File: config.mk
export PLATFORM = sky130hd
export DESIGN_NAME = vdr_ram
export DESIGN_NICKNAME = d
export VERILOG_FILES = /design/src/hdl/vdr_ram.sv
export SDC_FILE = /design/constraint.sdc
export NUM_CORES = 1
export LEC_CHECK = 0
export BUFFER_PORTS_ARGS = -buffer_cell sky130_fd_sc_hd__buf_2
export CAP_MARGIN = 20
export CORE_ASPECT_RATIO = 0.9
export CORE_UTILIZATION = 55
export DETAILED_ROUTE_END_ITERATION = 8
export PLACE_DENSITY_LB_ADDON = 0.1
export SYNTH_ARGS = -nofsm -noshare
export SYNTH_HDL_FRONTEND = slang
export SYNTH_SLANG_ARGS = --single-unit
File: constraint.sdc
create_clock -name i_clk -period 2.5 [get_ports i_clk]
set_clock_uncertainty 0.05 [all_clocks]
set_input_delay 0.25 -clock i_clk [delete_from_list [all_inputs] [get_ports i_clk]]
set_output_delay 0.25 -clock i_clk [all_outputs]
set_load 0.02 [all_outputs]
File: src/hdl/vdr_ram.sv
// Generic simple dual-port RAM: one write port, one read port, registered read.
// Used for the dissimilarity matrix and the order list; depends on nothing.
`timescale 1ns / 1ps

module vdr_ram #(
    parameter int WIDTH = 16,
    parameter int DEPTH = 64
) (
    input  logic                     i_clk,
    input  logic                     i_we,
    input  logic [$clog2(DEPTH)-1:0] i_waddr,
    input  logic [WIDTH-1:0]         i_wdata,
    input  logic [$clog2(DEPTH)-1:0] i_raddr,
    output logic [WIDTH-1:0]         o_rdata
);

    logic [WIDTH-1:0] r_mem [DEPTH];
    logic [WIDTH-1:0] r_rdata;

    always_ff @(posedge i_clk) begin
        if (i_we) begin
            r_mem[i_waddr] <= i_wdata;
        end
        r_rdata <= r_mem[i_raddr];
    end

    assign o_rdata = r_rdata;

endmodule

Yosys cells after proc, flatten, opt, wreduce, memory -nomap -nowiden
Memory sizes are Yosys's and may differ from the RTL's. A register that Yosys moved wholly into a read port is not among the register bits.
Index checks and enable logic that the tools add are counted.
Storage, ports and cells
  register bits after elaboration: 0
  RAM bits: 1024
  input bits: 30
  output and inout port bits: 16
  memories kept: 1
Memory list
  r_mem: words 64, bits a word 16, rd ports 1, clocked after memory_dff 1, wr ports 1, line 17  | logic [WIDTH-1:0] r_mem [DEPTH];
Cells by class
  mux-type cells: 2
Operators by type and width (number)
  1-bit two-way mux: 2

Depth between registers and ports, before layout
  word-level depth: 2
  depth in mapped cells: 10

Worst setup path before layout
OpenSTA, ideal clock, no wires.
  kind: in2reg
  start point: in i_waddr[3]
  end point: mem r_mem[48][0], enable pin
  setup time: 0.409 ns
  arrival: 1.876 ns
  data required time: 2.041 ns
  path slack: 0.165 ns
  cell stages on the path: 4
  cells stage by stage: clkbuf_1 > nor2b_1 > nand4b_1 > nor3_1
RTL lines
  start, declared: line 11  | input logic [$clog2(DEPTH)-1:0] i_waddr,
  end, declared: line 17
No word-level cell before the write port.

==> flow_summary_export.csv <==
group,metric,value,unit
drt,via_count,19444,
sta,hold_viol,0,
cts,cts.clk_slew.worst_paths,0.06,ns
cts,clockBufferDepth,3,
cts,clock_latency,0.65,ns
layout,final_cell_mix,"edfxtp_1 (1024), mux4_2 (220), buf_4 (181)",
worst_setup_path,r2r_cells,7,
logic_synthesis,netlist_area,40000,sq um
logic_synthesis,synthCells,1829,
placed_design,gp_congestion,0.869,
logic_synthesis,syn_nets,1859,
global_route,grt_max_degree,65,
die,core_area,71800,sq um
sta,layout_setup_ws,0.205,ns
layout,layout_commonest_cell,"edfxtp_1",
layout,area_delta_synth_final,15.4,%
drt,route.detailed.drc,0,
pwr,leakage,15.0,nW
logic_synthesis,synth_top_area_cell,"edfxtp_1",
die,initial_core_util,55.8,%
worst_hold_path,min_path_type,"in2reg",
drt,dr.pass1.iters,5,
pwr,ir_drop,0.604,mV
drt,antenna_left,0,
worst_setup_path,arrival,2.76,ns
logic_synthesis,synth_top_area_share,76.8,%
pwr,power_density,797,nW/um^2
layout,seq_area,31100,sq um
pwr,p_sw,7.55,mW
worst_setup_path,critPathSlowestCell,"a31oi_1",
die,pin_count,46,
global_route,antenna_found_initial,5,
cts,htreeDepth,3,
pwr,intPower,29.3,mW
die,dieHeight,258,microns
pwr,p_seq_share,52.6,%
worst_setup_path,startpoint_type,"flop",
layout,fin_area,46200,sq um
sta,worst_pin_slew,0.820,ns
logic_synthesis,netlist_top_cells_area,"edfxtp_1 (77%), mux4_2 (12%), mux2i_1 (2.1%)",
placed_design,port_buffers,45,
sta,min_period_over_period,91.8,%
layout,drive_gt1_share,30.5,%
layout,layout.nets,2120,
die,fp.dieW,286,microns
worst_setup_path,worstSetupPathType,"reg2reg",
global_route,grt_pass1_wl,137,mm
worst_setup_path,cp_max_fo,1,
logic_synthesis,synth_warnings,0,
flow_run,maxCapViolations,0,
placed_design,dpl_cell_area,42800,sq um
cts,cts-buffers-inserted,101,
worst_setup_path,cp_slowest_stage_delay,0.53,ns
logic_synthesis,ys.flop_type,"edfxtp_1",
drt,first_iter_violations,1850,
worst_setup_path,cp_num_buf_inv,2,
worst_setup_path,path_delay_family,"compound AO/OA/AOI/OAI gates",
worst_setup_path,critPathRequiredTime,2.96,ns
global_route,grt_pass1_vias,19621,
logic_synthesis,synthArstFlopShare,0,%
cts,cts_root_buf,"clkbuf_16",
cts,clock_sinks,1040,
cts,cts_tree,"yes",
drt,routed_wl,94.5,mm
cts,post_cts_buffers,0,
logic_synthesis,yosysSeqAreaShare,77.6,%
global_route,grt_use_total,26.2,%
cts,cts-resized-gates,0,
drt,detail_route.wl_per_cell,30.2,microns
die,core.rowCount,93,
logic_synthesis,avgSynthCellArea,21.9,sq um
layout,multi_input_area,8250,sq um
run_status,status,"complete, no violations",
die,dieArea,73900,sq um
placed_design,dp_hpwl,58.4,mm
sta,fin_crit,2.29,ns
logic_synthesis,ys_types,43,
sta,finalSetupViolations,0,
drt,viasPerCell,6.22,
sta,rsz0062_at_grt,"false",
sta,fmax,0.436,GHz
worst_setup_path,path_common_cell,"buf_4",
sta,slew_headroom,45.1,%
placed_design,pre_cts_ws,-0.307,ns
worst_hold_path,hold_depth,1,
worst_setup_path,cp.depth,7,
pwr,p_comb_share,5.5,%
pwr,p_sw_share,20.5,%
pwr,clockPowerShare,41.9,%
global_route,overflow,0,
logic_synthesis,synth-edff-count,1024,
worst_setup_path,end_kind,"flop",
worst_setup_path,path_cells,"mux4_2, mux2i_1, buf_4, a22oi_1, a31oi_1, buf_4, a311oi_1",
layout,nFillCells,4732,
sta,drv_slew,0,
logic_synthesis,synth_seq_cells,1040,
## per-layer routing
| metal | share of wire [%] | wire length [microns] | global-route usage, % |
|---|---|---|---|
| met3 | 7.3 | 6870 | 4.21 |
| met1 | 42 | 39400 | 38.3 |
| met2 | 49 | 46200 | 41.8 |
| met5 | 0.0095 | 9 | 0 |
| met4 | 2.1 | 2010 | 6.43 |
## layout make-up
| class | instances | share of cell area (%) |
|---|---|---|
| clock buffers | 125 | 5.89 |
| diodes | 2 | 0.0108 |
| multi-input cells | 685 | 17.9 |
| flip-flops and latches | 1040 | 67.2 |
| repair buffers | 262 | 5.00 |
| well taps | 950 | 2.57 |
| clock inverters | 62 | 1.43 |
## through the flow
| stage | TNS, ns | hold WS (ns) | total power [mW] | std cells | utilization, % |
|---|---|---|---|---|---|
| after global placement | -1.37 | 0.469 | 21.7 | 2935 | 59.6 |
| after CTS | 0 | 0.0106 | 37.1 | 3124 | 64.4 |
| final | 0 | 0.0313 | 36.8 | 3126 | 64.4 |
| after floorplan | 0 | 0.299 | 20.7 | 1829 | - |
| after global routing | 0 | 0.0219 | 37.8 | 3124 | 64.4 |
| after detailed placement | -1.55 | 0.486 | 21.8 | 2935 | 59.6 |
## power groups by stage
stage	clock network, mW	logic, mW	registers, mW
floorplan	0	0.999	19.7
global placement	0	2.00	19.7
detailed placement	0	2.03	19.7
CTS	15.7	2.04	19.4
global route	16.3	2.12	19.4
finish	15.4	2.01	19.4
## logic make-up (layout without fill, tap and decap cells)
| kind of cell | count (synthesis) | in the layout | synth area share (%) |
|---|---|---|---|
| buffers and inverters | 104 | 449 | 1.83 |
| other | 0 | 2 | 0 |
| AO/OA/AOI/OAI | 129 | 129 | 2.41 |
| AND/OR/NAND/NOR | 220 | 220 | 2.65 |
| multiplexers | 336 | 336 | 15.5 |
| flip-flops | 1040 | 1040 | 77.6 |
## timing repair
item	in CTS	in global routing
hold endpoints to repair	13	0
hold buffers	2	0
setup endpoints to repair	0	0
## sequential cells by signal, summed over array words and instances, names as in the netlist
name,cells
o_rdata,16
r_mem,1024
## synthesized netlist by cell type, drive strengths merged, types with 2 or more instances
cell type / count
a211o: 8
a211oi: 8
a21oi: 17
a221o: 6
a221oi: 16
a22o: 6
a22oi: 39
a311oi: 8
a31oi: 8
a41oi: 5
and2: 2
and4: 5
buf: 77
clkbuf: 27
dfxtp: 16
edfxtp: 1024
mux2: 27
mux2i: 85
mux4: 224
nand2: 60
nand2b: 3
nand3: 24
nand3b: 2
nand4: 12
nor2: 74
nor2b: 30
nor3: 2
nor4: 3
o21ai: 8
## worst paths after layout
check / startpoint / to / slack [ns]
worst max-delay path: r_mem[16][3] / o_rdata[3] / 0.21
worst min-delay path: i_wdata[10] / r_mem[51][10] / 0.03
worst max register to register: r_mem[16][3] / o_rdata[3] / 0.21
worst min register to register: r_mem[63][12] / o_rdata[12] / 0.81
Note: power is estimated with default switching activity, not from simulation.
